$ cat src/rtl/harsh_driving_event_detector_top_macros.svh
// Assertion macros shared by the harsh driving event detector RTL.
`ifndef HARSH_DRIVING_EVENT_DETECTOR_TOP_MACROS_SVH
`define HARSH_DRIVING_EVENT_DETECTOR_TOP_MACROS_SVH

`ifndef NO_ASSERTIONS
// Checks that a property holds on every clock edge outside reset.
`define HDD_ASSERT(lbl, clk, rst_n, prop, msg) \
	lbl: assert property (@(posedge clk) disable iff (!rst_n) prop) else $error(msg);
// Checks that a condition never occurs on any clock edge outside reset.
`define HDD_ASSERT_NEVER(lbl, clk, rst_n, cond, msg) \
	lbl: assert property (@(posedge clk) disable iff (!rst_n) !(cond)) else $error(msg);
`else
`define HDD_ASSERT(lbl, clk, rst_n, prop, msg)
`define HDD_ASSERT_NEVER(lbl, clk, rst_n, cond, msg)
`endif

`endif

$ cat src/rtl/hdd_pkg.sv
// Types and constants shared by the harsh driving event detector.
`timescale 1ns / 1ps

package hdd_pkg;

	localparam int ACCEL_W = 16;
	localparam int COUNT_W = 8;
	localparam int CFG_IDX_W = 4;
	localparam int CFG_DATA_W = 16;

	// Configuration register indexes.
	localparam logic [CFG_IDX_W-1:0] CFG_RIGHT_THR    = 4'd0;
	localparam logic [CFG_IDX_W-1:0] CFG_LEFT_THR     = 4'd1;
	localparam logic [CFG_IDX_W-1:0] CFG_SPEEDUP_THR  = 4'd2;
	localparam logic [CFG_IDX_W-1:0] CFG_SLOWDOWN_THR = 4'd3;
	localparam logic [CFG_IDX_W-1:0] CFG_RIGHT_CNT    = 4'd4;
	localparam logic [CFG_IDX_W-1:0] CFG_LEFT_CNT     = 4'd5;
	localparam logic [CFG_IDX_W-1:0] CFG_SPEEDUP_CNT  = 4'd6;
	localparam logic [CFG_IDX_W-1:0] CFG_SLOWDOWN_CNT = 4'd7;

	// Register reset values.
	localparam logic signed [ACCEL_W-1:0] RST_RIGHT_THR    = 16'sd1408;
	localparam logic signed [ACCEL_W-1:0] RST_LEFT_THR     = -16'sd1408;
	localparam logic signed [ACCEL_W-1:0] RST_SPEEDUP_THR  = 16'sd461;
	localparam logic signed [ACCEL_W-1:0] RST_SLOWDOWN_THR = -16'sd768;
	localparam logic [COUNT_W-1:0] RST_RIGHT_CNT    = 8'd6;
	localparam logic [COUNT_W-1:0] RST_LEFT_CNT     = 8'd6;
	localparam logic [COUNT_W-1:0] RST_SPEEDUP_CNT  = 8'd6;
	localparam logic [COUNT_W-1:0] RST_SLOWDOWN_CNT = 8'd2;

	// Flip hysteresis levels: -5.0 and 3.0 in Q8.8.
	localparam logic signed [ACCEL_W-1:0] FLIP_SET_LEVEL   = -16'sd1280;
	localparam logic signed [ACCEL_W-1:0] FLIP_CLEAR_LEVEL = 16'sd768;

	localparam logic [COUNT_W-1:0] RUN_CNT_MAX = 8'hFF;

	typedef enum logic [2:0] {
		EV_NONE    = 3'd0,
		EV_RIGHT   = 3'd1,
		EV_LEFT    = 3'd2,
		EV_SPEEDUP = 3'd3,
		EV_BRAKE   = 3'd4
	} event_code_t;

	typedef struct packed {
		logic signed [ACCEL_W-1:0] forward_accel;
		logic signed [ACCEL_W-1:0] lateral_accel;
		logic signed [ACCEL_W-1:0] vertical_accel;
	} sample_t;

	typedef struct packed {
		logic signed [ACCEL_W-1:0] right_thr;
		logic signed [ACCEL_W-1:0] left_thr;
		logic signed [ACCEL_W-1:0] speedup_thr;
		logic signed [ACCEL_W-1:0] slowdown_thr;
		logic [COUNT_W-1:0]        right_cnt;
		logic [COUNT_W-1:0]        left_cnt;
		logic [COUNT_W-1:0]        speedup_cnt;
		logic [COUNT_W-1:0]        slowdown_cnt;
	} cfg_t;

	typedef struct packed {
		event_code_t        cls;
		logic [COUNT_W-1:0] need;
		logic               flip_set;
		logic               flip_clear;
	} class_t;

	typedef struct packed {
		event_code_t event_code;
		logic        flip_event;
		logic        flipped;
	} result_t;

endpackage

$ cat src/rtl/hdd_if.sv
// Valid/ready channel interfaces for samples and results.
`timescale 1ns / 1ps

interface hdd_in_if import hdd_pkg::*; ();
	logic                      valid;
	logic                      ready;
	logic signed [ACCEL_W-1:0] forward_accel;
	logic signed [ACCEL_W-1:0] lateral_accel;
	logic signed [ACCEL_W-1:0] vertical_accel;

	modport source (output valid, forward_accel, lateral_accel, vertical_accel, input ready);
	modport sink (input valid, forward_accel, lateral_accel, vertical_accel, output ready);
endinterface

interface hdd_out_if import hdd_pkg::*; ();
	logic       valid;
	logic       ready;
	logic [2:0] event_code;
	logic       flip_event;
	logic       flipped;

	modport source (output valid, event_code, flip_event, flipped, input ready);
	modport sink (input valid, event_code, flip_event, flipped, output ready);
endinterface

$ cat src/rtl/hdd_cfg_regs.sv
// Configuration register file for thresholds and run counts.
`timescale 1ns / 1ps

module hdd_cfg_regs import hdd_pkg::*; (
	input  logic                  clk,
	input  logic                  arst_n,
	input  logic                  wr_en,
	input  logic [CFG_IDX_W-1:0]  wr_index,
	input  logic [CFG_DATA_W-1:0] wr_data,
	output cfg_t                  cfg
);

	cfg_t cfg_q;

	// Register writes; an index past the last register is ignored.
	always_ff @(posedge clk or negedge arst_n) begin
		if (!arst_n) begin
			cfg_q.right_thr    <= RST_RIGHT_THR;
			cfg_q.left_thr     <= RST_LEFT_THR;
			cfg_q.speedup_thr  <= RST_SPEEDUP_THR;
			cfg_q.slowdown_thr <= RST_SLOWDOWN_THR;
			cfg_q.right_cnt    <= RST_RIGHT_CNT;
			cfg_q.left_cnt     <= RST_LEFT_CNT;
			cfg_q.speedup_cnt  <= RST_SPEEDUP_CNT;
			cfg_q.slowdown_cnt <= RST_SLOWDOWN_CNT;
		end else if (wr_en) begin
			case (wr_index)
				CFG_RIGHT_THR:    cfg_q.right_thr    <= $signed(wr_data);
				CFG_LEFT_THR:     cfg_q.left_thr     <= $signed(wr_data);
				CFG_SPEEDUP_THR:  cfg_q.speedup_thr  <= $signed(wr_data);
				CFG_SLOWDOWN_THR: cfg_q.slowdown_thr <= $signed(wr_data);
				CFG_RIGHT_CNT:    cfg_q.right_cnt    <= wr_data[COUNT_W-1:0];
				CFG_LEFT_CNT:     cfg_q.left_cnt     <= wr_data[COUNT_W-1:0];
				CFG_SPEEDUP_CNT:  cfg_q.speedup_cnt  <= wr_data[COUNT_W-1:0];
				CFG_SLOWDOWN_CNT: cfg_q.slowdown_cnt <= wr_data[COUNT_W-1:0];
				default: ;
			endcase
		end
	end

	assign cfg = cfg_q;

endmodule

$ cat src/rtl/hdd_classify.sv
// Sorts one sample into a driving class and flip band.
`timescale 1ns / 1ps

module hdd_classify import hdd_pkg::*; (
	input  sample_t smp,
	input  cfg_t    cfg,
	output class_t  cls
);

	// Priority compare: right, left, speed-up, braking, then the flip bands.
	always_comb begin
		cls.cls  = EV_NONE;
		cls.need = '0;
		if (smp.lateral_accel > cfg.right_thr) begin
			cls.cls  = EV_RIGHT;
			cls.need = cfg.right_cnt;
		end else if (smp.lateral_accel < cfg.left_thr) begin
			cls.cls  = EV_LEFT;
			cls.need = cfg.left_cnt;
		end else if (smp.forward_accel >= cfg.speedup_thr) begin
			cls.cls  = EV_SPEEDUP;
			cls.need = cfg.speedup_cnt;
		end else if (smp.forward_accel < cfg.slowdown_thr) begin
			cls.cls  = EV_BRAKE;
			cls.need = cfg.slowdown_cnt;
		end
		// Flip hysteresis bands on the vertical axis.
		cls.flip_set   = (smp.vertical_accel <= FLIP_SET_LEVEL);
		cls.flip_clear = (smp.vertical_accel > FLIP_CLEAR_LEVEL);
	end

endmodule

$ cat src/rtl/hdd_event_state.sv
// Shared run counter and flip state, with the result for each sample.
`timescale 1ns / 1ps

module hdd_event_state import hdd_pkg::*; (
	input  logic               clk,
	input  logic               arst_n,
	input  logic               advance,
	input  class_t             cls,
	output result_t            res,
	output logic [COUNT_W-1:0] run_cnt,
	output logic               flip
);

	logic [COUNT_W-1:0] run_cnt_q;
	logic               flip_q;
	logic [COUNT_W-1:0] cnt_inc;
	logic [COUNT_W-1:0] cnt_next;
	event_code_t        code_next;
	logic               flip_next;

	// Run counter: saturating increment, report and clear at the class count; clear on a sample with no class.
	always_comb begin
		cnt_inc   = (run_cnt_q == RUN_CNT_MAX) ? run_cnt_q : run_cnt_q + 1'b1;
		cnt_next  = '0;
		code_next = EV_NONE;
		if (cls.cls != EV_NONE) begin
			if (cnt_inc >= cls.need) begin
				code_next = cls.cls;
			end else begin
				cnt_next = cnt_inc;
			end
		end
	end

	// Flip detector with hysteresis.
	always_comb begin
		flip_next = flip_q;
		if (cls.flip_set) begin
			flip_next = 1'b1;
		end else if (cls.flip_clear) begin
			flip_next = 1'b0;
		end
	end

	// Result for the sample in the input register.
	assign res = {code_next, flip_next ^ flip_q, flip_next};

	// State moves on only when the sample's result is committed.
	always_ff @(posedge clk or negedge arst_n) begin
		if (!arst_n) begin
			run_cnt_q <= '0;
			flip_q    <= 1'b0;
		end else if (advance) begin
			run_cnt_q <= cnt_next;
			flip_q    <= flip_next;
		end
	end

	assign run_cnt = run_cnt_q;
	assign flip    = flip_q;

endmodule

$ cat src/rtl/harsh_driving_event_detector_top.sv
// Top level of the harsh driving event detector.
//
//   Channel  Dir  Handshake            Payload
//   sample   in   valid/ready          forward_accel, lateral_accel, vertical_accel
//   result   out  valid/ready          event_code, flip_event, flipped
//   config   in   wr_en, no stall      wr_index, wr_data
//
// One sample per cycle while the result channel is not stalled; each sample passes
// through the input register, the classify and state update logic and the result
// register before its result is offered.
// Reset sets the configuration registers to their defaults, the counter and flip state to zero.
// A stalled result holds the result register; one more sample waits in the
// input register, then sample.ready drops.
`timescale 1ns / 1ps
`include "harsh_driving_event_detector_top_macros.svh"

module harsh_driving_event_detector_top import hdd_pkg::*; (
	input  logic                  clk,
	input  logic                  arst_n,
	hdd_in_if.sink                sample,
	hdd_out_if.source             result,
	input  logic                  wr_en,
	input  logic [CFG_IDX_W-1:0]  wr_index,
	input  logic [CFG_DATA_W-1:0] wr_data
);

	cfg_t               cfg;
	class_t             cls;
	result_t            res;
	result_t            result_q;
	sample_t            sample_s1;
	logic               valid_s1;
	logic               out_valid_q;
	logic               advance;
	logic               take;
	logic [COUNT_W-1:0] run_cnt;
	logic               flip;

	hdd_cfg_regs u_cfg (
		.clk      (clk),
		.arst_n   (arst_n),
		.wr_en    (wr_en),
		.wr_index (wr_index),
		.wr_data  (wr_data),
		.cfg      (cfg)
	);

	hdd_classify u_classify (
		.smp (sample_s1),
		.cfg (cfg),
		.cls (cls)
	);

	hdd_event_state u_state (
		.clk     (clk),
		.arst_n  (arst_n),
		.advance (advance),
		.cls     (cls),
		.res     (res),
		.run_cnt (run_cnt),
		.flip    (flip)
	);

	// Handshake: a sample moves on when the result register is free or draining.
	assign advance      = valid_s1 && (!out_valid_q || result.ready);
	assign sample.ready = !valid_s1 || advance;
	assign take         = sample.valid && sample.ready;

	// Input register.
	always_ff @(posedge clk or negedge arst_n) begin
		if (!arst_n) begin
			valid_s1 <= 1'b0;
		end else if (take) begin
			valid_s1 <= 1'b1;
		end else if (advance) begin
			valid_s1 <= 1'b0;
		end
	end

	always_ff @(posedge clk) begin
		if (take) begin
			sample_s1.forward_accel  <= sample.forward_accel;
			sample_s1.lateral_accel  <= sample.lateral_accel;
			sample_s1.vertical_accel <= sample.vertical_accel;
		end
	end

	// Result register.
	always_ff @(posedge clk or negedge arst_n) begin
		if (!arst_n) begin
			out_valid_q <= 1'b0;
		end else if (advance) begin
			out_valid_q <= 1'b1;
		end else if (result.ready) begin
			out_valid_q <= 1'b0;
		end
	end

	always_ff @(posedge clk) begin
		if (advance) begin
			result_q <= res;
		end
	end

	assign result.valid      = out_valid_q;
	assign result.event_code = result_q.event_code;
	assign result.flip_event = result_q.flip_event;
	assign result.flipped    = result_q.flipped;

	// A reported event always leaves the run counter cleared.
	`HDD_ASSERT(a_cnt_clear, clk, arst_n, (advance && res.event_code != EV_NONE) |=> (run_cnt == '0), "run counter not cleared after event")
	// A reported toggle must change the stored flip state.
	`HDD_ASSERT(a_flip_toggle, clk, arst_n, (advance && res.flip_event) |=> (flip != $past(flip)), "flip event without state change")
	// Back pressure only when both registers hold a pending transaction.
	`HDD_ASSERT(a_ready_low, clk, arst_n, !sample.ready |-> (valid_s1 && out_valid_q && !result.ready), "sample stalled without full pipeline")
	// A valid result never carries an event code outside the defined set.
	`HDD_ASSERT_NEVER(a_code_range, clk, arst_n, out_valid_q && (result_q.event_code > EV_BRAKE), "undefined event code on result")

endmodule
$ cat src/flat_wrapper.sv
// flat-port wrapper written by rule: the top's interface ports become plain ports
module harsh_driving_event_detector_top_flat import hdd_pkg::*;
  (clk, arst_n, wr_en, wr_index, wr_data, sample_valid, sample_forward_accel, sample_lateral_accel, sample_vertical_accel, sample_ready, result_valid, result_event_code, result_flip_event, result_flipped, result_ready);
  hdd_in_if sample_i ();
  hdd_out_if result_i ();
  input  logic clk;
  input  logic arst_n;
  input  logic wr_en;
  input  logic [CFG_IDX_W-1:0] wr_index;
  input  logic [CFG_DATA_W-1:0] wr_data;
  input wire logic [$bits(sample_i.valid)-1:0] sample_valid;
  input wire logic [$bits(sample_i.forward_accel)-1:0] sample_forward_accel;
  input wire logic [$bits(sample_i.lateral_accel)-1:0] sample_lateral_accel;
  input wire logic [$bits(sample_i.vertical_accel)-1:0] sample_vertical_accel;
  output wire logic [$bits(sample_i.ready)-1:0] sample_ready;
  output wire logic [$bits(result_i.valid)-1:0] result_valid;
  output wire logic [$bits(result_i.event_code)-1:0] result_event_code;
  output wire logic [$bits(result_i.flip_event)-1:0] result_flip_event;
  output wire logic [$bits(result_i.flipped)-1:0] result_flipped;
  input wire logic [$bits(result_i.ready)-1:0] result_ready;
  assign sample_i.valid = sample_valid;
  assign sample_i.forward_accel = sample_forward_accel;
  assign sample_i.lateral_accel = sample_lateral_accel;
  assign sample_i.vertical_accel = sample_vertical_accel;
  assign sample_ready = sample_i.ready;
  assign result_valid = result_i.valid;
  assign result_event_code = result_i.event_code;
  assign result_flip_event = result_i.flip_event;
  assign result_flipped = result_i.flipped;
  assign result_i.ready = result_ready;
  harsh_driving_event_detector_top u_core (.clk(clk), .arst_n(arst_n), .sample(sample_i), .result(result_i), .wr_en(wr_en), .wr_index(wr_index), .wr_data(wr_data));
endmodule
$ cat config.mk
export PLATFORM = sky130hd
export DESIGN_NAME = harsh_driving_event_detector_top_flat
export DESIGN_NICKNAME = d
export VERILOG_FILES = /design/src/rtl/hdd_pkg.sv /design/src/rtl/hdd_if.sv /design/src/rtl/hdd_cfg_regs.sv /design/src/rtl/hdd_classify.sv /design/src/rtl/hdd_event_state.sv /design/src/rtl/harsh_driving_event_detector_top.sv /design/src/flat_wrapper.sv
export VERILOG_INCLUDE_DIRS = /design/src /design/src/rtl
export SDC_FILE = /design/constraint.sdc
export NUM_CORES = 1
export LEC_CHECK = 0
export BUFFER_PORTS_ARGS = -buffer_cell sky130_fd_sc_hd__buf_2
export CAP_MARGIN = 10
export CORE_ASPECT_RATIO = 0.75
export CORE_UTILIZATION = 64
export DETAILED_ROUTE_END_ITERATION = 10
export PLACE_DENSITY = 0.95
export SETUP_SLACK_MARGIN = 0.15
export SYNTH_ARGS = -nofsm -noshare
export SYNTH_HDL_FRONTEND = slang
export SYNTH_SLANG_ARGS = --single-unit
$ cat constraint.sdc
create_clock -name clk -period 13.1 [get_ports clk]
set_clock_uncertainty 0.2 [all_clocks]
set_input_delay 0.655 -clock clk [delete_from_list [all_inputs] [get_ports clk]]
set_output_delay 0.655 -clock clk [all_outputs]
set_load 0.02 [all_outputs]
==> Flow_metrics.wiki, run 1 <==
{| class="wikitable"
! Metric !! Value
|-
| Result of the run || completed
|-
| Fillers || just under 700
|-
| Final layout net count || between 800 and 900
|-
| Global-route wire length before repair || between 30,000 and 40,000 µm
|-
| Initial drt markers || approximately 400
|-
| Total of max-cap violations || 0
|-
| Vias per cell || between 6 and 7
|-
| Largest buffer count on any clock path || 2
|-
| Root buffer cell || sky130_fd_sc_hd__clkbuf_16
|-
| Cells after synthesis || around 660
|-
| Area after detailed placement || between 8000 and 9000 µm²
|-
| Buffers and inverters on the worst path || 0
|-
| Count of pins on the block boundary || 80
|-
| Area enclosed by the die boundary || around 13,000 µm²
|-
| Biggest area consumer among synthesized cells || sky130_fd_sc_hd__dfrtp_1
|-
| Register clock-pin slew on the reported worst setup and hold paths || ~0.070 ns
|-
| Maximum number of pins on one net before global-route repair || 75
|-
| CTS buffer count || 17
|-
| Peak supply drop || around 120 µV
|-
| Final wirelength || between 15,000 and 20,000 µm
|-
| Max frequency || between 150 and 200 MHz
|-
| Detailed placer's ending HPWL || 12,360 µm
|-
| Number of global-route vias before repair || approximately 6,000
|-
| Slew at the pin closest to its max-slew limit || about 1.0 ns
|-
| Crit path arrival time || between 5 and 6 ns
|-
| Overall power of the completed layout || roughly 1.6 mW
|-
| Count of state elements after synthesis || 160
|-
| Hold Vio Cnt, Final || 0
|-
| Period utilization || 42.69%
|-
| Sequential share of the synthesized area || ~54%
|-
| Initial antenna violation count || 0
|-
| Critical path start-end classification || reg2reg
|-
| Clock latency reported for the late side of the worst-skew pair || roughly 0.43 ns
|-
| Critical path endpoint category || flop
|-
| Core Box Area || 11,830 µm²
|-
| Area added between synthesis and finish || 15.17%
|-
| Leakage power || just over 4 nW
|-
| Largest fanout of any net on the critical path || 19
|-
| Launching element type of the critical path || flop
|-
| Number of nets in the synthesized netlist || ~800
|-
| Effective utilization at floorplan || 66.95%
|-
| Total Neg Setup Slack || 0 ns
|-
| Delay contributed by the slowest stage of the critical path || between 0.8 and 0.9 ns
|-
| Die Span Y || about 100 µm
|-
| Total track usage || a little under a third
|-
| Fraction of layout cells with a size suffix above 1 || 30.29%
|-
| Number of search-and-repair iterations in the first detailed-routing pass || 5
|-
| Avg Inst Size Synth || around 12 µm²
|-
| Total non-filler cell area in the finished layout || 9119 µm²
|-
| Yosys warns || 0
|-
| Number of H-tree levels || 4
|-
| Placer congestion estimate || 0.9763
|-
| Most frequently used cell type in the post-synthesis netlist || sky130_fd_sc_hd__mux2_2
|-
| Number of core rows || 34
|-
| Post-route minimum period || around 5.6 ns
|-
| Most used DFF post-synth || sky130_fd_sc_hd__dfrtp_1
|-
| TritonCTS clock tree || built
|-
| Cells along the critical path || ha_1, a21oi_2, o21ai_1, a2111oi_0, a21oi_2, nor4b_1, a221oi_1, ha_1, nor2b_1, o21ai_0, a21oi_1, o41ai_2, nand3_1, o21ai_0
|-
| Via Count || about 5,700
|-
| PwrDens || 172.8 nW/µm²
|-
| Global route total overflow || 0
|-
| Routed wirelength normalized by instance count || a little over 20 µm
|-
| Die extent in x || roughly 130 µm
|-
| Total count of max-transition violations in the final report || 0
|-
| Storage cell area || between 4000 and 5000 µm²
|-
| Number of different library cells in the post-synthesis netlist || between 50 and 60
|-
| Cell types with the highest counts after synthesis || sky130_fd_sc_hd__mux2_2, sky130_fd_sc_hd__inv_1, sky130_fd_sc_hd__dfrtp_1
|-
| Type of the most critical hold path || in2reg
|-
| Total setup violations reported at the end of the flow || 0
|-
| Footprint of the multi-input gates || 3258 µm²
|-
| Gate family responsible for the most delay along the worst path || compound AO/OA/AOI/OAI gates
|-
| Worst path slowest cell || sky130_fd_sc_hd__nor4b_1
|-
| DRC viols || 0
|-
| Post-synth ARST share || roughly two thirds
|-
| Endpoint required time on the critical path || 13.25 ns
|-
| Number of synthesized flops with an enable pin || 53
|-
| Max-slew headroom at the worst pin || approximately 30%
|-
| Number of antenna repair diodes || 0
|-
| Unrepaired setup endpoints after global routing || false
|-
| TritonCTS sink count || 160
|-
| PortBufs || between 70 and 80
|-
| Largest cells by area after synthesis || sky130_fd_sc_hd__dfrtp_1, sky130_fd_sc_hd__edfxtp_1, sky130_fd_sc_hd__mux2_2
|-
| Top-area cell type share of the netlist area || 24.34%
|-
| Total standard cell area after synthesis || between 7000 and 8000 µm²
|-
| ANT nets after route || 0
|}
==> layer usage <==
layer	wire [µm]	GRT usage, %	vias up
met1	7598	39.74	2801
li1	-	-	2543
met2	9173	52.25	253
met5	0	0	-
met4	678	14.94	0
met3	1281	8.055	67
==> layout by cell type, fill, tap and decap left out, drive strengths merged, types with 5 or more instances in the layout <==
cell type,count
buf,83
mux2,80
inv,80
dfrtp,77
ha,71
nand2,61
edfxtp,53
o21ai,41
a21oi,36
dfstp,30
clkbuf,21
nor2,17
nand3,12
nand4,10
nand2b,6
a31oi,6
nand3b,5
nor3,5
and2,5
clkinv,5
==> state kept, by name, summed over array words and instances (netlist names) <==
signal	cells
u_core.u_cfg.cfg	96
u_core.u_state.run_cnt	8
u_core.sample_s1	48
u_core.result.event_code	3
u_core.result.valid	1
u_core.result.flipped	1
u_core.valid_s1	1
u_core.u_state.flip	1
u_core.result.flip_event	1
==> worst paths after layout <==
path / startpoint / endpoint / slack, ns / depth (start not counted)
max: u_core.sample_s1[17] / u_core.u_state.run_cnt[2] / 7.51 / 14
min: sample_forward_accel[10] / u_core.sample_s1[42] / 0.19 / 1
max reg2reg: u_core.sample_s1[17] / u_core.u_state.run_cnt[2] / 7.51 / 14
min reg2reg: u_core.valid_s1 / u_core.result.valid / 0.29 / 1
max in group asynchronous: arst_n / u_core.u_cfg.cfg[84] / 10.91 / 3
min in group asynchronous: arst_n / u_core.u_cfg.cfg[59] / 0.50 / 2
==> cells by family after synthesis <==
kind of cell,share of synthesized area (%)
AO/OA/AOI/OAI,9.134
multiplexers,11.80
AND/OR/NAND/NOR,8.644
flip-flops,54.39
adder cells (fa/ha/maj),11.22
XOR/XNOR,0.3319
buffers and inverters,4.472
==> worst register-to-register path, delay by kind of cell (launching register included) <==
family / cells / cell delay [ns]
DFF: 1 / 0.41
AOI/OAI and AO/OA: 9 / 2.95
adders and majority gates: 2 / 0.70
and+or+nand+nor: 3 / 1.26
==> power by group <==
part | leakage (nW) | switching (mW) | internal (mW)
registers | 1.77 | 0.0560 | 0.624
clock network | 0.294 | 0.207 | 0.312
logic | 2.06 | 0.216 | 0.160
total | 4.13 | 0.480 | 1.10
==> metrics by stage <==
stage	utilization, %	instances	hold slack, ns	setup WS [ns]
after floorplan	-	664	0.1594	8.602
after global placement	71.77	894	0.2678	8.223
after detailed placement	71.77	894	0.2846	7.814
after CTS	77.06	927	0.1925	7.634
after global routing	77.11	928	0.1915	7.085
final	77.11	928	0.1938	7.507
==> layout make-up <==
cell class                 instances  share of cell area [%]
clock inverter                    12                   1.729
multi-input combinational        411                   35.73
timing repair buffer              85                   4.857
tap                              162                   2.223
clock buffer                      20                   5.022
inverter                          78                   3.211
sequential                       160                   47.23
==> what timing repair did <==
item	4_1_cts	5_1_grt
hold buffers	1	0
setup buffers	0	0
gates resized for setup	0	0
endpoints found under the hold margin	21	0
Note: power is estimated with default switching activity, not from simulation.
==> run 2: changes to the inputs <==
CORE_UTILIZATION = 54   (was 64)
PLACE_DENSITY = 0.87   (was 0.95)
clock period = 5 ns   (was 13.1 ns; I/O delays follow)
==> run 2 against run 1 <==
Largest cell class unchanged. Global-route usage down 5.9 points. Combinational power rose to 2.7 times the previous value. Highest routed layer unchanged. Non-clock buffer count up 73.
==> Flow_metrics.wiki, run 2 (synthesized netlist as in run 1, its figures left out) <==
{| class="wikitable"
! Metric !! Value
|-
| Crit. path cell count || 19
|-
| Max-slew headroom at the worst pin || 36.30%
|-
| Critical path start-end classification || reg2reg
|-
| DRC viols || 0
|-
| Effective utilization at floorplan || between 50% and 60%
|-
| Worst path slowest cell || sky130_fd_sc_hd__dfstp_2
|-
| Placer congestion estimate || approximately 0.83
|-
| Detailed placer's ending HPWL || around 12,000 µm
|-
| Gate family responsible for the most delay along the worst path || compound AO/OA/AOI/OAI gates
|-
| Area added between synthesis and finish || 24.86%
|-
| Overall power of the completed layout || ~4.2 mW
|-
| Unrepaired setup endpoints after global routing || false
|-
| Endpoint required time on the critical path || approximately 5.2 ns
|-
| Number of H-tree levels || 4
|-
| Global-route wire length before repair || about 29,000 µm
|-
| Number of search-and-repair iterations in the first detailed-routing pass || 5
|-
| Critical path endpoint category || flop
|-
| Vias per cell || between 5 and 6
|-
| Die extent in x || 141.8 µm
|-
| Total track usage || 25.94%
|-
| Fraction of layout cells with a size suffix above 1 || between 20 and 30%
|-
| Cells on worst reg2reg path || 19
|-
| Core Box Area || approximately 14,000 µm²
|-
| Dpl ws || between 0.4 and 0.5 ns
|-
| Total count of max-transition violations in the final report || 0
|-
| Count of pins on the block boundary || 80
|-
| Hold Vio Cnt, Final || 0
|-
| Result of the run || completed
|-
| Global route total overflow || 0
|-
| Total of max-cap violations || 0
|-
| Footprint of the multi-input gates || between 3000 and 4000 µm²
|-
| Initial antenna violation count || 0
|-
| Largest fanout of any net on the critical path || 12
|-
| Area enclosed by the die boundary || between 15,000 and 20,000 µm²
|-
| Total Neg Setup Slack || 0 ns
|-
| Capture point of the worst reg-to-reg path || u_core.u_state.run_cnt[2]
|-
| Crit path arrival time || roughly 4.7 ns
|-
| PwrDens || 420.2 nW/µm²
|-
| Register clock-pin slew on the reported worst setup and hold paths || 0.07 ns
|-
| Number of global-route vias before repair || 5,907
|-
| Final wirelength || between 15,000 and 20,000 µm
|-
| Most common cell after layout, fill and taps aside || sky130_fd_sc_hd__mux2_2
|-
| Die Span Y || ~110 µm
|-
| Slew at the pin closest to its max-slew limit || roughly 0.95 ns
|-
| Total setup violations reported at the end of the flow || 0
|-
| Initial drt markers || about 390
|-
| PortBufs || slightly below 80
|-
| R2r startpoint || u_core.u_cfg.cfg[55]
|-
| Peak supply drop || about 250 µV
|-
| Total non-filler cell area in the finished layout || 9886 µm²
|-
| ANT nets after route || 0
|-
| Area after detailed placement || roughly 8600 µm²
|-
| Clock latency reported for the late side of the worst-skew pair || around 0.44 ns
|-
| Root buffer cell || sky130_fd_sc_hd__clkbuf_16
|-
| Launching element type of the critical path || flop
|-
| Via Count || between 5,000 and 6,000
|-
| Cells along the critical path || inv_1, ha_1, a21oi_1, o21ai_0, a221o_1, a211oi_2, mux2_4, o21a_1, o31ai_1, ha_1, nand2b_1, a21oi_1, nor2b_1, o21ai_0, a21oi_1, o41ai_2, buf_4, nand3_1, o21ai_0
|-
| End point of the critical path || u_core.u_state.run_cnt[2]
|-
| Routed wirelength normalized by instance count || 17.53 µm
|-
| Number of core rows || 37
|-
| CTS buffer count || 17
|-
| Leakage power || 4.447 nW
|-
| Max frequency || between 200 and 250 MHz
|-
| Post-route worst setup slack || roughly 0.45 ns
|-
| Crit path launch || u_core.u_cfg.cfg[55]
|-
| TritonCTS clock tree || built
|-
| Slack of the worst reg-to-reg path || approximately 0.45 ns
|-
| Leading cell types in the layout, fill and taps excluded || sky130_fd_sc_hd__mux2_2, sky130_fd_sc_hd__inv_1, sky130_fd_sc_hd__buf_2, sky130_fd_sc_hd__dfrtp_1, sky130_fd_sc_hd__ha_1
|-
| Period utilization || 90.99%
|-
| Largest buffer count on any clock path || 2
|-
| Buffers and inverters on the worst path || 2
|-
| Final layout net count || 970
|-
| Number of antenna repair diodes || 0
|-
| Storage cell area || approximately 4300 µm²
|-
| Fillers || 920
|-
| TritonCTS sink count || between 150 and 200
|-
| Delay contributed by the slowest stage of the critical path || 0.52 ns
|-
| Type of the most critical hold path || in2reg
|-
| Flip-flop count of the largest register after layout || between 90 and 100
|-
| Maximum number of pins on one net before global-route repair || 58
|-
| Post-route minimum period || around 4.5 ns
|}
==> run 2: layout make-up <==
cell class	count	area share (%)
multi-input cells	411	33.05
repair buffers	158	11.72
well taps	195	2.468
flip-flops and latches	160	43.56
clock inverters	14	1.797
clock buffers	18	4.442
inverters	78	2.962
==> run 2: how the worst min path moves through the flow <==
stage / startpoint / endpoint / slack [ns] / depth (start not counted)
floorplan: arst_n / u_core.result.valid / -0.25 / 0
global placement: arst_n / u_core.u_cfg.cfg[57] / 0.15 / 1
detailed placement: arst_n / u_core.u_cfg.cfg[41] / 0.15 / 1
CTS: wr_data[0] / u_core.u_cfg.cfg[80] / 0.02 / 2
global route: wr_data[0] / u_core.u_cfg.cfg[80] / 0.02 / 2
finish: wr_data[0] / u_core.u_cfg.cfg[32] / 0.04 / 2
==> run 2: per-layer routing <==
layer / global-route usage (%) / vias to the layer above / wire length, µm / part of all wire, %
met5: 0 / - / 0 / 0
met4: 10.06 / 0 / 423 / 2.3
met3: 6.029 / 32 / 897 / 4.9
met2: 42.61 / 178 / 8684 / 48
met1: 33.53 / 2774 / 8117 / 45
li1: - / 2697 / - / -
==> run 2: metrics by stage <==
stage               utilization [%]  instances  hold WS, ns
detailed placement            61.07        932       0.1533
floorplan                         -        664      -0.2456
finish                        70.48       1034      0.03960
global placement              61.07        932       0.1489
CTS                           70.25       1031      0.01525
global route                  70.48       1034      0.02209
==> run 2: repair_timing <==
item                                    in CTS  in global routing
endpoints found under the setup margin       0                  4
setup buffers                                0                  3
resized for setup                            0                  2
endpoints found under the hold margin      124                  0
hold buffers                                67                  0
==> run 2: power by group <==
part	total [mW]	switching [mW]	leakage, nW	internal [mW]
sequential	1.77	0.134	1.77	1.63
clock	1.36	0.554	0.297	0.806
combinational	1.02	0.547	2.38	0.477
total	4.15	1.24	4.45	2.92
==> run 3: changes to the inputs <==
ABC_AREA = 1   (was not set)
==> run 3 against run 2 <==
Clock power is 3% lower. Critical path depth is 1 lower. Final cell count up 19%. Critical endpoint is now u_core.u_state.run_cnt[7].
==> Flow_metrics.wiki, run 3 <==
{| class="wikitable"
! Metric !! Value
|-
| Fraction of layout cells with a size suffix above 1 || roughly 16%
|-
| Final wirelength || around 19,000 µm
|-
| Register clock-pin slew on the reported worst setup and hold paths || approximately 0.070 ns
|-
| R2r startpoint || u_core.u_cfg.cfg[77]
|-
| Max-slew headroom at the worst pin || about a quarter
|-
| Number of search-and-repair iterations in the first detailed-routing pass || 7
|-
| Hold Vio Cnt, Final || 0
|-
| Number of synthesized flops with an enable pin || 53
|-
| Post-synth ARST share || 66.88%
|-
| Result of the run || completed
|-
| Count of state elements after synthesis || 160
|-
| Core Box Area || 14,550 µm²
|-
| Sw Share || about a third
|-
| Peak supply drop || 244.5 µV
|-
| Worst path slowest cell || sky130_fd_sc_hd__o2111ai_1
|-
| Buffers and inverters on the worst path || 2
|-
| Top-area cell type share of the netlist area || 23.84%
|-
| Unrepaired setup endpoints after global routing || false
|-
| Crit path arrival time || approximately 4 ns
|-
| Type of the most critical hold path || in2reg
|-
| Yosys warns || 0
|-
| Internal power summed over all cells || approximately 2.8 mW
|-
| End-of-flow core utilization || 68.16%
|-
| Total net switching power || around 1.4 mW
|-
| Vias per cell || 5.310
|-
| Total of max-cap violations || 0
|-
| Post-route worst setup slack || 1.070 ns
|-
| Slack of the worst reg-to-reg path || approximately 1.1 ns
|-
| Total count of max-transition violations in the final report || 0
|-
| Worst hold margin || roughly 0.037 ns
|-
| Total Neg Setup Slack || 0 ns
|-
| Area enclosed by the die boundary || 15,460 µm²
|-
| TritonCTS sink count || 160
|-
| Dpl ws || roughly 1.3 ns
|-
| Number of core rows || 38
|-
| Slew at the pin closest to its max-slew limit || 1.145 ns
|-
| TritonCTS clock tree || built
|-
| Most common cell after layout, fill and taps aside || sky130_fd_sc_hd__nand2_1
|-
| Biggest area consumer among synthesized cells || sky130_fd_sc_hd__dfrtp_1
|-
| Crit path top cell by count || sky130_fd_sc_hd__nand2_1
|-
| Number of cells traversed by the worst hold path || 3
|-
| Total standard cell area after synthesis || about 8000 µm²
|-
| Maximum number of pins on one net before global-route repair || 71
|-
| Flip-flop count of the largest register after layout || between 90 and 100
|-
| Detailed placer's ending HPWL || 12,240 µm
|-
| Critical path endpoint category || flop
|-
| PwrDens || 422.9 nW/µm²
|-
| Area added between synthesis and finish || 22.71%
|-
| Part of the total power dissipated in combinational logic || about a quarter
|-
| Largest cells by area after synthesis || sky130_fd_sc_hd__dfrtp_1, sky130_fd_sc_hd__edfxtp_1, sky130_fd_sc_hd__ha_1
|-
| Clock latency reported for the late side of the worst-skew pair || 0.44 ns
|-
| Via Count || around 6,600
|-
| Initial antenna violation count || 2
|-
| Endpoint required time on the critical path || ~5.1 ns
|-
| Period utilization || 78.60%
|-
| Die Span Y || 107.9 µm
|-
| Total track usage || approximately 27%
|-
| Met3 Use GR || between 6 and 7%
|-
| Global route total overflow || 0
|-
| Max frequency || 254.5 MHz
|-
| Number of nets in the synthesized netlist || about 1,000
|-
| Global-route wire length before repair || roughly 31,000 µm
|-
| Launching element type of the critical path || flop
|-
| Avg Inst Size Synth || 9.247 µm²
|-
| Total setup violations reported at the end of the flow || 0
|-
| Sequential share of the synthesized area || 53.29%
|-
| Most used DFF post-synth || sky130_fd_sc_hd__dfrtp_1
|-
| Total of hold buffers inserted after clock tree synthesis || 63
|-
| Root buffer cell || sky130_fd_sc_hd__clkbuf_16
|-
| Proportion of power drawn by the clock network || between 30% and 40%
|-
| Final layout net count || ~1,200
|-
| Cells after synthesis || between 800 and 900
|-
| Delay contributed by the slowest stage of the critical path || 0.63 ns
|-
| Overall power of the completed layout || ~4.2 mW
|-
| Placer congestion estimate || 0.8879
|-
| Buffer count from post-CTS setup fixing || 0
|-
| Fraction of power consumed by sequential logic || about two fifths
|-
| Number of global-route vias before repair || between 6,000 and 7,000
|-
| Met1 usage in global routing || between 30% and 40%
|-
| Busiest grt layer || met2
|-
| GRT met2 Usage || a little over two fifths
|-
| Effective utilization at floorplan || between 50% and 60%
|-
| Leading cell types in the layout, fill and taps excluded || sky130_fd_sc_hd__nand2_1, sky130_fd_sc_hd__inv_1, sky130_fd_sc_hd__o21ai_0, sky130_fd_sc_hd__buf_2, sky130_fd_sc_hd__dfrtp_1
|-
| Post-route minimum period || 3.930 ns
|-
| Number of different library cells in the post-synthesis netlist || 37
|-
| CTS buffer count || 17
|-
| Hold EP || u_core.u_cfg.cfg[89]
|-
| Initial drt markers || ~480
|-
| Gate family responsible for the most delay along the worst path || compound AO/OA/AOI/OAI gates
|-
| Fillers || 1,075
|-
| Count of pins on the block boundary || 80
|-
| Routed wirelength normalized by instance count || about 15 µm
|-
| ANT nets after route || 0
|-
| PortBufs || 79
|-
| Cells on worst reg2reg path || 18
|-
| Leakage power || between 4 and 5 nW
|-
| Cell types with the highest counts after synthesis || sky130_fd_sc_hd__nand2_1, sky130_fd_sc_hd__inv_1, sky130_fd_sc_hd__o21ai_0
|-
| Number of H-tree levels || 4
|-
| Capture point of the worst reg-to-reg path || u_core.u_state.run_cnt[7]
|-
| Die extent in x || ~140 µm
|-
| Most frequently used cell type in the post-synthesis netlist || sky130_fd_sc_hd__nand2_1
|-
| Critical path start-end classification || reg2reg
|-
| DRC viols || 0
|-
| Start point of the worst min-delay path || wr_data[9]
|-
| Cells along the critical path || inv_1, ha_1, a21o_1, a21o_1, a21oi_2, nand2_1, nand2_2, nand2_4, inv_1, nand2_1, o21ai_1, nor2_1, ha_1, nand2_1, o2111ai_1, nor2_1, nand2_1, o21ai_1
|-
| Number of instances resized during post-cts repair || 0
|-
| Largest fanout of any net on the critical path || 14
|-
| Largest buffer count on any clock path || 2
|}
==> run 3: worst reg2reg max path, stage by stage, from the launching register on <==
cell	delay, ns
sky130_fd_sc_hd__dfstp_2	0.54
sky130_fd_sc_hd__inv_1	0.04
sky130_fd_sc_hd__ha_1	0.30
sky130_fd_sc_hd__a21o_1	0.21
sky130_fd_sc_hd__a21o_1	0.18
sky130_fd_sc_hd__a21oi_2	0.15
sky130_fd_sc_hd__nand2_1	0.09
sky130_fd_sc_hd__nand2_2	0.12
sky130_fd_sc_hd__nand2_4	0.14
sky130_fd_sc_hd__inv_1	0.11
sky130_fd_sc_hd__nand2_1	0.11
sky130_fd_sc_hd__o21ai_1	0.22
sky130_fd_sc_hd__nor2_1	0.09
sky130_fd_sc_hd__ha_1	0.30
sky130_fd_sc_hd__nand2_1	0.08
sky130_fd_sc_hd__o2111ai_1	0.63
sky130_fd_sc_hd__nor2_1	0.13
sky130_fd_sc_hd__nand2_1	0.09
sky130_fd_sc_hd__o21ai_1	0.06
==> run 3: how the worst max path moves through the flow <==
stage / from / to / slack (ns) / depth (start not counted)
after global placement: u_core.u_cfg.cfg[75] / u_core.result.event_code[1] / 1.35 / 17
after floorplan: u_core.u_cfg.cfg[77] / u_core.result.event_code[1] / 1.66 / 17
after global routing: u_core.u_cfg.cfg[71] / u_core.u_state.run_cnt[5] / 0.69 / 20
final: u_core.u_cfg.cfg[77] / u_core.u_state.run_cnt[7] / 1.07 / 18
after CTS: u_core.u_cfg.cfg[77] / u_core.u_state.run_cnt[7] / 1.18 / 18
after detailed placement: u_core.u_cfg.cfg[75] / u_core.u_state.run_cnt[0] / 1.26 / 19
==> run 3: logic make-up (layout without fill, tap and decap cells) <==
group	Yosys count	in the layout	share of synthesized area (%)
AO/OA/AOI/OAI	175	175	11.36
XOR/XNOR	5	5	0.5419
adder cells (fa/ha/maj)	71	71	10.99
buffers and inverters	147	305	7.029
flip-flops	160	160	53.29
other	0	2	0
AND/OR/NAND/NOR	316	316	16.78
==> run 3: metal layers <==
| layer | wire [µm] | vias up |
|---|---|---|
| li1 | - | 3168 |
| met1 | 8408 | 3079 |
| met2 | 8830 | 253 |
| met3 | 1244 | 52 |
| met4 | 563 | 0 |
| met5 | 0 | - |
==> run 3: layout make-up <==
type | count | area, µm² | area share [%]
Antenna cell | 2 | 5.005 | 0.05047
Clock buffer | 19 | 432.9 | 4.365
Clock inverter | 13 | 162.7 | 1.640
Inverter | 128 | 483.0 | 4.870
Multi-Input combinational cell | 567 | 3211 | 32.37
Sequential cell | 160 | 4307 | 43.43
Tap cell | 200 | 250.2 | 2.523
Timing Repair Buffer | 145 | 1066 | 10.75
==> run 3: per-stage QoR <==
stage / instances / area, µm²
5_1_grt: 1234 / 9917
2_1_floorplan: 874 / 8082
3_5_place_dp: 1135 / 8656
6_report: 1234 / 9917
3_3_place_gp: 1135 / 8656
4_1_cts: 1230 / 9882
==> run 3: power by group through the flow <==
stage | Sequential, mW | Combinational (mW) | Clock [mW]
after floorplan | 1.74 | 0.774 | 0
after global placement | 1.76 | 0.981 | 0
after detailed placement | 1.77 | 1.04 | 0
after CTS | 1.75 | 1.09 | 1.33
after global routing | 1.78 | 1.28 | 1.39
final | 1.76 | 1.11 | 1.32
